`config.mk`:
```
export PLATFORM = sky130hd
export DESIGN_NAME = svrm_div
export DESIGN_NICKNAME = d
export VERILOG_FILES = /design/src/hw/rtl/svrm_pkg.sv /design/src/hw/rtl/svrm_div.sv
export SDC_FILE = /design/constraint.sdc
export NUM_CORES = 1
export LEC_CHECK = 0
export BUFFER_PORTS_ARGS = -buffer_cell sky130_fd_sc_hd__clkbuf_2
export CAP_MARGIN = 0
export CORE_AREA = 2 2 121 123
export DETAILED_ROUTE_END_ITERATION = 6
export DIE_AREA = 0 0 123 125
export SYNTH_ARGS = -nofsm -noshare
export SYNTH_HDL_FRONTEND = slang
export SYNTH_SLANG_ARGS = --single-unit
```
`constraint.sdc`:
```
create_clock -name clk -period 21 [get_ports clk]
set_input_delay 6.3 -clock clk [delete_from_list [all_inputs] [get_ports clk]]
set_output_delay 6.3 -clock clk [all_outputs]
set_load 0.05 [all_outputs]
```
`src/hw/rtl/svrm_pkg.sv`:
```
// Shared types and constants for the sample voice resample mixer.
// Used by the top level and the phase divider; depends on nothing.
`timescale 1ns / 1ps

package svrm_pkg;

    // field and datapath widths
    localparam int SAMPLE_W   = 16;
    localparam int VOL_W      = 8;
    localparam int RATE_W     = 18;
    localparam int SCALE_W    = 16;
    localparam int LEN_W      = 17;
    localparam int POS_W      = 17;
    localparam int PHASE_W    = 18;
    localparam int INCR_W     = 26;
    localparam int PE_W       = 27;
    localparam int CFG_IDX_W  = 3;
    localparam int CFG_DATA_W = 18;

    // phase divider: three quotient bits per cycle
    localparam int DIV_STEPS  = 3;
    localparam int DIV_CYCLES = PE_W / DIV_STEPS;
    localparam int DIV_CNT_W  = 4;

    localparam logic [POS_W-1:0] POS_MAX = '1;

    // item modes
    localparam logic [1:0] MODE_WRITE   = 2'd0;
    localparam logic [1:0] MODE_MIX     = 2'd1;
    localparam logic [1:0] MODE_RESTART = 2'd2;

    // configuration register indexes
    localparam logic [CFG_IDX_W-1:0] CFG_VOLUME        = 3'd0;
    localparam logic [CFG_IDX_W-1:0] CFG_SOURCE_RATE   = 3'd1;
    localparam logic [CFG_IDX_W-1:0] CFG_RATE_SCALE    = 3'd2;
    localparam logic [CFG_IDX_W-1:0] CFG_OUTPUT_RATE   = 3'd3;
    localparam logic [CFG_IDX_W-1:0] CFG_STEREO        = 3'd4;
    localparam logic [CFG_IDX_W-1:0] CFG_SAMPLE_LENGTH = 3'd5;
    localparam logic [CFG_IDX_W-1:0] CFG_LOOP_ENABLE   = 3'd6;

    // configuration reset values
    localparam logic [VOL_W-1:0]   VOLUME_RST      = 8'd128;
    localparam logic [RATE_W-1:0]  SOURCE_RATE_RST = 18'd48000;
    localparam logic [SCALE_W-1:0] RATE_SCALE_RST  = 16'd256;
    localparam logic [RATE_W-1:0]  OUTPUT_RATE_RST = 18'd48000;

    typedef struct packed {
        logic [1:0]                 mode;
        logic [15:0]                sample_address;
        logic signed [SAMPLE_W-1:0] sample_value;
        logic signed [SAMPLE_W-1:0] bus_left;
        logic signed [SAMPLE_W-1:0] bus_right;
    } svrm_in_t;

    typedef struct packed {
        logic signed [SAMPLE_W-1:0] mixed_left;
        logic signed [SAMPLE_W-1:0] mixed_right;
        logic                       voice_done;
    } svrm_out_t;

endpackage

```
`src/hw/rtl/svrm_div.sv`:
```
// Iterative restoring divider for the phase carry: quotient and remainder.
// Depends on svrm_pkg for widths and step count.
`timescale 1ns / 1ps

module svrm_div (
    input  logic                        clk,
    input  logic                        rst_n,
    input  logic                        start,
    input  logic [svrm_pkg::PE_W-1:0]    dividend,
    input  logic [svrm_pkg::PHASE_W-1:0] divisor,
    output logic                        done,
    output logic [svrm_pkg::PE_W-1:0]    quotient,
    output logic [svrm_pkg::PHASE_W-1:0] remainder
);

    logic [svrm_pkg::DIV_CNT_W-1:0] cnt_reg;
    logic                           done_reg;
    logic [svrm_pkg::PE_W-1:0]      dq_reg;
    logic [svrm_pkg::PE_W-1:0]      dq_next;
    logic [svrm_pkg::PHASE_W-1:0]   rem_reg;
    logic [svrm_pkg::PHASE_W-1:0]   rem_next;
    logic [svrm_pkg::PHASE_W-1:0]   divisor_reg;
    logic [svrm_pkg::PHASE_W:0]     trial;

    // shift dividend bits out at the top, quotient bits in at the bottom
    always_comb
    begin
        dq_next  = dq_reg;
        rem_next = rem_reg;
        trial    = '0;
        for (int i = 0; i < svrm_pkg::DIV_STEPS; i++)
        begin
            trial   = {rem_next, dq_next[svrm_pkg::PE_W-1]};
            dq_next = {dq_next[svrm_pkg::PE_W-2:0], 1'b0};
            if (trial >= {1'b0, divisor_reg})
            begin
                trial      = trial - {1'b0, divisor_reg};
                dq_next[0] = 1'b1;
            end
            rem_next = trial[svrm_pkg::PHASE_W-1:0];
        end
    end

    always_ff @(posedge clk or negedge rst_n)
    begin
        if (!rst_n)
        begin
            cnt_reg  <= '0;
            done_reg <= 1'b0;
        end
        else if (start)
        begin
            cnt_reg  <= svrm_pkg::DIV_CNT_W'(svrm_pkg::DIV_CYCLES);
            done_reg <= 1'b0;
        end
        else if (cnt_reg != '0)
        begin
            cnt_reg  <= cnt_reg - 1'b1;
            done_reg <= (cnt_reg == svrm_pkg::DIV_CNT_W'(1));
        end
        else
        begin
            done_reg <= 1'b0;
        end
    end

    always_ff @(posedge clk)
    begin
        if (start)
        begin
            dq_reg      <= dividend;
            rem_reg     <= '0;
            divisor_reg <= divisor;
        end
        else if (cnt_reg != '0)
        begin
            dq_reg  <= dq_next;
            rem_reg <= rem_next;
        end
    end

    assign done      = done_reg;
    assign quotient  = dq_reg;
    assign remainder = rem_reg;

endmodule

```
# After elaboration in Yosys (flattened, before gate mapping)
# Index checks and enable logic that the tools add are counted.
# op_classes
add_sub_neg	4
n_lt_le_gt_ge	3
n_eq_ne	1
n_mux	12
reduce_logical	2
# op_table
operator	count
19-bit by 18-bit >= comparator with 1-bit output	3
18-bit 2-to-1 mux	3
27-bit 2-to-1 mux	2
18-bit subtractor	3
4-bit 2-to-1 mux	2
1-bit 2-to-1 mux	5
4-bit by 1-bit equality test with 1-bit output, second input constant	1
4-bit nonzero test	1
4-bit by 1-bit subtractor with 4-bit output, second input constant	1
2-bit nonzero test	1
# totals
register_bits	68
input_bits	48
out_inout_bits	46
elab_cells	27

# Longest topological paths before layout
# Gate-level depths: netlist of run 1.
# depth
word_depth	8
ltp_mapped	36
depth_no_buf	31

# Least setup slack after synthesis of run 1
# Ideal clock, no wire load.
# synth_timing
path_type	in2reg
start	in start
end	reg dq_reg, in the netlist quotient[0] (enable)
t_arrival_ns	7.338
required_time_ns	20.618
slack_ns	13.280
cell_stages	3
path_cell_list	clkbuf_1 -> nor2_1 -> inv_1
# synth_between
elab_chain_len	1
# synth_rtl
item	line_no	source
start: declaration	svrm_div.sv:8	input logic start,
2-bit nonzero test (no line)	n/a	
end signal: assignment	svrm_div.sv:71	dq_reg <= dividend;
end signal: assignment	svrm_div.sv:77	dq_reg <= dq_next;
end: declaration	svrm_div.sv:18	logic [svrm_pkg::PE_W-1:0] dq_reg;
# No other way between the ends.
# A chain may end at the register's enable or synchronous reset.

# Final worst setup path of run 1
# layout_timing
start	reg divisor_reg[1] in the netlist's numbering
end	reg rem_reg, in the netlist remainder[7]
# layout_between
elab_chain_len	6
# layout_rtl
item	line_no	source
start: declaration	svrm_div.sv:22	logic [svrm_pkg::PHASE_W-1:0] divisor_reg;
start signal: assignment	svrm_div.sv:73	divisor_reg <= divisor;
18-bit subtractor or 19-bit by 18-bit >= comparator with 1-bit output (tied branches)	svrm_div.sv:37, svrm_div.sv:35	
18-bit 2-to-1 mux	svrm_div.sv:35	if (trial >= {1'b0, divisor_reg})
18-bit subtractor or 19-bit by 18-bit >= comparator with 1-bit output (tied branches)	svrm_div.sv:37, svrm_div.sv:35	
18-bit 2-to-1 mux	svrm_div.sv:35	
18-bit subtractor or 19-bit by 18-bit >= comparator with 1-bit output (tied branches)	svrm_div.sv:37, svrm_div.sv:35	
18-bit 2-to-1 mux (*)	svrm_div.sv:35	
end signal: assignment	svrm_div.sv:78	rem_reg <= rem_next;
end: declaration	svrm_div.sv:20	logic [svrm_pkg::PHASE_W-1:0] rem_reg;
# Every way passes the cells marked *; elsewhere a longest branch is shown, timed or not.

==> impl_metrics.yaml, run 1 <==
critical_path:
  cp.arrival_ns: 8.71
  cp-end-kind: "flip-flop"
  path_class: "flip-flop to flip-flop"
  rrSetupSlack_ns: 12.52
  crit_start: "divisor_reg[1]"
  cp.required_ns: 21.22
  r2r-start: "divisor_reg[1]"
  crit_path_start_kind: "flip-flop"
  worst-path-max-fanout: 26
cells_and_area:
  fin_util_pct: 49.7
  drive_above_1_share_pct: 21.6
  largest_reg_flops: 27
  antennaDiodeCount: 0
  multi_input_area_mm2: 0.00403
  fin_nets: 870
  regArea_mm2: 0.00184
  syn2layout_area_growth_pct: 14.4
  fillers: 1332
routing:
  ant_nets: 0
  first_iter_violations: 475
  drc_errors: 0
  vias_per_cell: 5.97
  vias: 5682
  wl_mm: 18.3
  wl_per_cell_um: 19.2
  first_pass_iters: 5
timing:
  drv_slew: 0
  rsz0062_at_grt: "no"
  relSlewSlack_pct: 28.8
  setup_viol: 0
  fin_tns_setup_ns: 0
  hold_viol: 0
  min_period_ns: 8.48
  fmax_mhz: 118
  tightest_slew_ns: 1.07
  post-route-period-util_pct: 40.4
  fin_worst_skew_ns: 0.00716
yosys:
  ys.flop_type: "edfxtp_1"
  yosysSeqAreaShare_pct: 29.8
  syn_avg_cell_area_um2: 9.06
  synth_cell_types: 77
  yosys-top-cells-area: "edfxtp_1, ha_1, dfxtp_1"
  yosys.area.top_type_share_pct: 21.9
  syn_area_mm2: 0.00616
  synth_nets: 788
  synth_edf_count: 45
  yosysTopAreaCell: "edfxtp_1"
  async_reset_ff_share_pct: 7.35
  synth-seq-cells: 68
  yosys_warnings: 0
  synthCells: 680
run_status:
  status: "complete, no violations"
die:
  die_y_um: 125
  boundaryPins: 94
  fp.dieArea_mm2: 0.0154
  fp-row-count: 44
  dieWidth_um: 123
  core-area_mm2: 0.0142
  initial_core_util_pct: 43.4
clock_tree:
  insertion_delay_ns: 0.33
  cts.path.max_buffers: 2
  cts_tree: "done"
  cts.sinks: 68
  cts_resized: 0
  clk_pin_slew_ns: 0.06
  hold_buffers: 0
  cts-root-buf: "clkbuf_16"
  cts_buffers: 9
  cts_post_setup_buffers_inserted: 0
  h-tree-depth: 3
global_routing:
  first_global_vias: 5470
  grt_max_degree: 67
  grt_pass1_wl_mm: 28.6
  grtUsageTotal_pct: 24.0
  antenna_found_initial: 0
  gr-total-overflow: 0
place:
  dp_hpwl_mm: 14.5
  place_congestion: 0.927
  io_buffers: 93
flow_run:
  maxCapViolations: 0
min_path:
  hp-start: "cnt_reg[3]"
  hp-class: "flip-flop to flip-flop"
## placed cells by master, fill, tap and decap left out, drive strengths merged, types with 5 or more instances in the layout
cell / synthesis / final
nor3: 16 / 16
xnor2: 30 / 30
a31o: 9 / 9
dfxtp: 18 / 18
a211o: 9 / 9
o21bai: 6 / 6
nor2b: 9 / 9
and3: 5 / 5
nand3: 19 / 19
mux2i: 9 / 9
mux2: 32 / 32
ha: 57 / 57
a21o: 14 / 14
o41ai: 6 / 6
nor4: 7 / 7
o211a: 6 / 6
inv: 46 / 46
or3: 8 / 8
nand2: 53 / 53
o31ai: 9 / 9
or2: 5 / 5
o21a: 13 / 13
edfxtp: 45 / 45
xor2: 10 / 10
nand4: 10 / 10
clkbuf: 17 / 105
o21ai: 25 / 25
a21oi: 41 / 41
dfrtp: 5 / 5
nand2b: 9 / 9
a31oi: 11 / 11
nor2: 53 / 53
## area by class of cell
class                   count  area share, %
well taps                 184           3.26
clock inverters             4          0.710
inverters                  46           2.45
multi-input cells         541           57.1
clock buffers              12           3.49
flip-flops and latches     68           26.0
repair buffers             96           6.92
## synth_stat cells, drive strengths merged, types with 6 or more instances
library cell  number
nor2b              9
clkbuf            17
a211o              9
a31oi             11
xor2              10
mux2i              9
nand2             53
dfxtp             18
o21a              13
inv               46
mux2              32
nand3             19
o31ai              9
o21ai             25
nand4             10
nor4               7
ha                57
a21o              14
edfxtp            45
a31o               9
nor2              53
o41ai              6
a21oi             41
xnor2             30
or3                8
o211a              6
nor3              16
nand2b             9
buf                8
o21bai             6
## per-stage QoR
| stage | hold slack [ns] | instances | setup slack [ns] | area (um^2) |
|---|---|---|---|---|
| finish | 0.548 | 951 | 12.52 | 7050 |
| global route | 0.575 | 951 | 11.83 | 7050 |
| CTS | 0.554 | 951 | 12.61 | 7050 |
| detailed placement | 0.541 | 935 | 12.23 | 6760 |
| global placement | 0.521 | 935 | 12.28 | 6760 |
| floorplan | 0.508 | 680 | 13.28 | 6160 |
## cell families after synthesis
group / Yosys count / synth area share [%]
AO/OA/AOI/OAI: 192 / 22.9
AND/OR/NAND/NOR: 208 / 16.7
adder cells (fa/ha/maj): 60 / 12.5
buffers and inverters: 71 / 4.87
flip-flops: 68 / 29.8
multiplexers: 41 / 7.51
XOR/XNOR: 40 / 5.68
## layer usage
layer	global-route usage (%)	vias to the layer above	share of wire (%)	wire (um)
li1	-	2722	-	-
met1	34.4	2655	45	8250
met5	0	-	0	0
met2	36.1	275	44	8040
met3	4.74	30	8.3	1520
met4	7.69	0	2.6	469
## critical path: stages, from the launching register on
cell and delay, ns:
edfxtp_1 0.43, inv_1 0.15, ha_1 0.31, nor2b_1 0.17
o2111ai_1 0.17, a21oi_1 0.37, o31ai_4 0.16, a21oi_4 0.60
mux2i_1 0.37, inv_1 0.08, ha_1 0.37, o2111ai_1 0.17
a31oi_1 0.32, o21ai_0 0.18, a21oi_1 0.33, a211oi_2 0.16
nor2_2 0.87, o21ai_0 0.31, ha_1 0.41, nand3_1 0.13
a21oi_1 0.09, or2_1 0.24, o31ai_1 0.23, o31ai_1 0.15
a211oi_1 0.43, and3_1 0.61, nor2_1 0.22, a2111oi_2 0.32
## path summary, 6_finish.rpt
| kind | cells past startpoint | endpoint |
|---|---|---|
| max | 27 | remainder[7] |
| min | 1 | cnt_reg[3] |
| max reg2reg | 27 | remainder[7] |
| min reg2reg | 1 | cnt_reg[3] |
| max in group asynchronous | 1 | done |
| min in group asynchronous | 1 | cnt_reg[1] |
Power of run 1 is left out: the tool's default activity adds up to more than one toggle a clock period on the data nets, which glitch-free logic cannot reach.
==> inputs of run 2 (changes only) <==
--- a/config.mk
+++ b/config.mk
@@ -10,6 +10,7 @@
 export CORE_AREA = 2 2 121 123
 export DETAILED_ROUTE_END_ITERATION = 6
 export DIE_AREA = 0 0 123 125
+export PLACE_DENSITY = 0.67
 export SYNTH_ARGS = -nofsm -noshare
 export SYNTH_HDL_FRONTEND = slang
 export SYNTH_SLANG_ARGS = --single-unit
==> constraint.sdc (replaced) <==
create_clock -name clk -period 7.2 [get_ports clk]
set_input_delay 2.16 -clock clk [delete_from_list [all_inputs] [get_ports clk]]
set_output_delay 2.16 -clock clk [all_outputs]
set_load 0.05 [all_outputs]
==> run 2 against run 1 <==
Clock skew grew 0.0030 ns. Global-route usage grew 3.1 points. Worst setup slack lost 12 ns. Non-clock buffer count grew 142. Hold slack gained 0.035 ns. Sequential share of layout area shrank 4.0 points. Utilization grew 9.3 points. Register-to-register slack lost 12 ns. First-iteration DRC count grew 42%. Clock-buffer cell count shrank 1. Wire length grew 15%. Maximum frequency grew 22%.
==> impl_metrics.yaml, run 2 (synthesized netlist as in run 1, its figures left out) <==
place:
  io_buffers: 93
  dp_hpwl_mm: 16.8
  place_congestion: 0.935
critical_path:
  cp.buffers_inverters: 6
  rrSetupSlack_ns: 0.25
  cp-end-kind: "flip-flop"
  worst_path_max_delay_cell: "ha_1"
  crit_path_start_kind: "flip-flop"
  cp.required_ns: 7.47
  critical_path.max_stage_delay_ns: 0.40
  critPathTopFamily: "compound AO/OA/AOI/OAI gates"
  worst-path-max-fanout: 8
  cp.arrival_ns: 7.23
  path_common_cell: "buf_4"
  path_class: "flip-flop to flip-flop"
cells_and_area:
  largest_reg_flops: 27
  layout_commonest_cell: "buf_4"
  antennaDiodeCount: 0
  drive_above_1_share_pct: 37.9
  syn2layout_area_growth_pct: 35.8
  fin_util_pct: 58.9
  mostFrequentLayoutCells: "buf_4, clkbuf_2, ha_1"
  fillers: 1245
  fin_nets: 1013
global_routing:
  grt_pass1_wl_mm: 32.2
  antenna_found_initial: 0
  grt_max_degree: 66
  gr-total-overflow: 0
  grtUsageTotal_pct: 27.0
  first_global_vias: 6196
die:
  initial_core_util_pct: 43.4
  fp-row-count: 44
  dieWidth_um: 123
  fp.dieArea_mm2: 0.0154
  core-area_mm2: 0.0142
  die_y_um: 125
  boundaryPins: 94
timing:
  fmax_mhz: 144
  tightest_slew_ns: 1.08
  hold_viol: 0
  relSlewSlack_pct: 28.1
  min_period_ns: 6.95
  fin_worst_skew_ns: 0.0102
  post-route-period-util_pct: 96.6
  drv_slew: 0
  setup_viol: 0
flow_run:
  maxCapViolations: 0
run_status:
  status: "complete, no violations"
clock_tree:
  insertion_delay_ns: 0.34
  cts.sinks: 68
  cts.path.max_buffers: 2
  cts_buffers: 9
  cts-root-buf: "clkbuf_16"
  hold_buffers: 0
  cts_tree: "done"
  h-tree-depth: 3
  clk_pin_slew_ns: 0.06
routing:
  first_iter_violations: 673
  vias_per_cell: 5.81
  drc_errors: 0
  vias: 6355
  wl_mm: 20.9
  ant_nets: 0
  wl_per_cell_um: 19.1
  first_pass_iters: 5
min_path:
  hp-class: "flip-flop to flip-flop"
==> run 2: area by class of cell <==
| cell class | instances | area (um^2) | area share, % |
|---|---|---|---|
| multi-input combinational | 542 | 4230 | 50.6 |
| sequential | 68 | 1840 | 22.0 |
| timing repair buffer | 238 | 1580 | 18.9 |
| clock buffer | 11 | 233 | 2.78 |
| tap | 184 | 230 | 2.75 |
| inverter | 46 | 173 | 2.06 |
| clock inverter | 5 | 77.6 | 0.927 |
==> run 2: per-layer routing <==
| metal | track usage (%) | routed length [um] | vias up |
|---|---|---|---|
| met2 | 42.3 | 9630 | 322 |
| met5 | 0 | 0 | - |
| met3 | 4.79 | 1850 | 38 |
| li1 | - | - | 3012 |
| met4 | 7.29 | 433 | 0 |
| met1 | 38.4 | 9030 | 2983 |
==> run 2: worst paths after layout <==
| kind | cells past startpoint | start | to |
|---|---|---|---|
| max | 33 | divisor_reg[15] | remainder[14] |
| min | 1 | cnt_reg[3] | cnt_reg[3] |
| min in group asynchronous | 1 | rst_n | cnt_reg[1] |
| min reg2reg | 1 | cnt_reg[3] | cnt_reg[3] |
| max in group asynchronous | 1 | rst_n | cnt_reg[0] |
| max reg2reg | 33 | divisor_reg[15] | remainder[14] |
==> run 2: timing repair <==
item	4_1_cts	5_1_grt
setup endpoints to repair	9	19
gates cloned	0	1
buffers inserted	1	9
resized for setup	5	40
pin swaps	1	18
==> run 2: metrics by stage <==
stage	cell area, um^2	setup WS (ns)	hold slack [ns]	setup TNS, ns	cells
final	8370	0.247	0.582	0	1094
after global routing	8370	-0.0812	0.591	-0.313	1094
after CTS	8110	0.0125	0.580	0	1084
after detailed placement	7780	-0.0296	0.570	-0.0483	1067
after global placement	7780	0.0833	0.521	0	1067
after floorplan	6170	0.0141	0.508	0	680
==> run 2: worst reg2reg max path, delay by kind of cell, from the launching register on <==
family / cells / cell delay (ns)
simple gates: 10 / 1.73
buf+inv: 6 / 0.97
compound gates: 14 / 2.88
fa+ha+maj: 3 / 1.04
flops: 1 / 0.32
Power of run 2 is left out for the same reason.
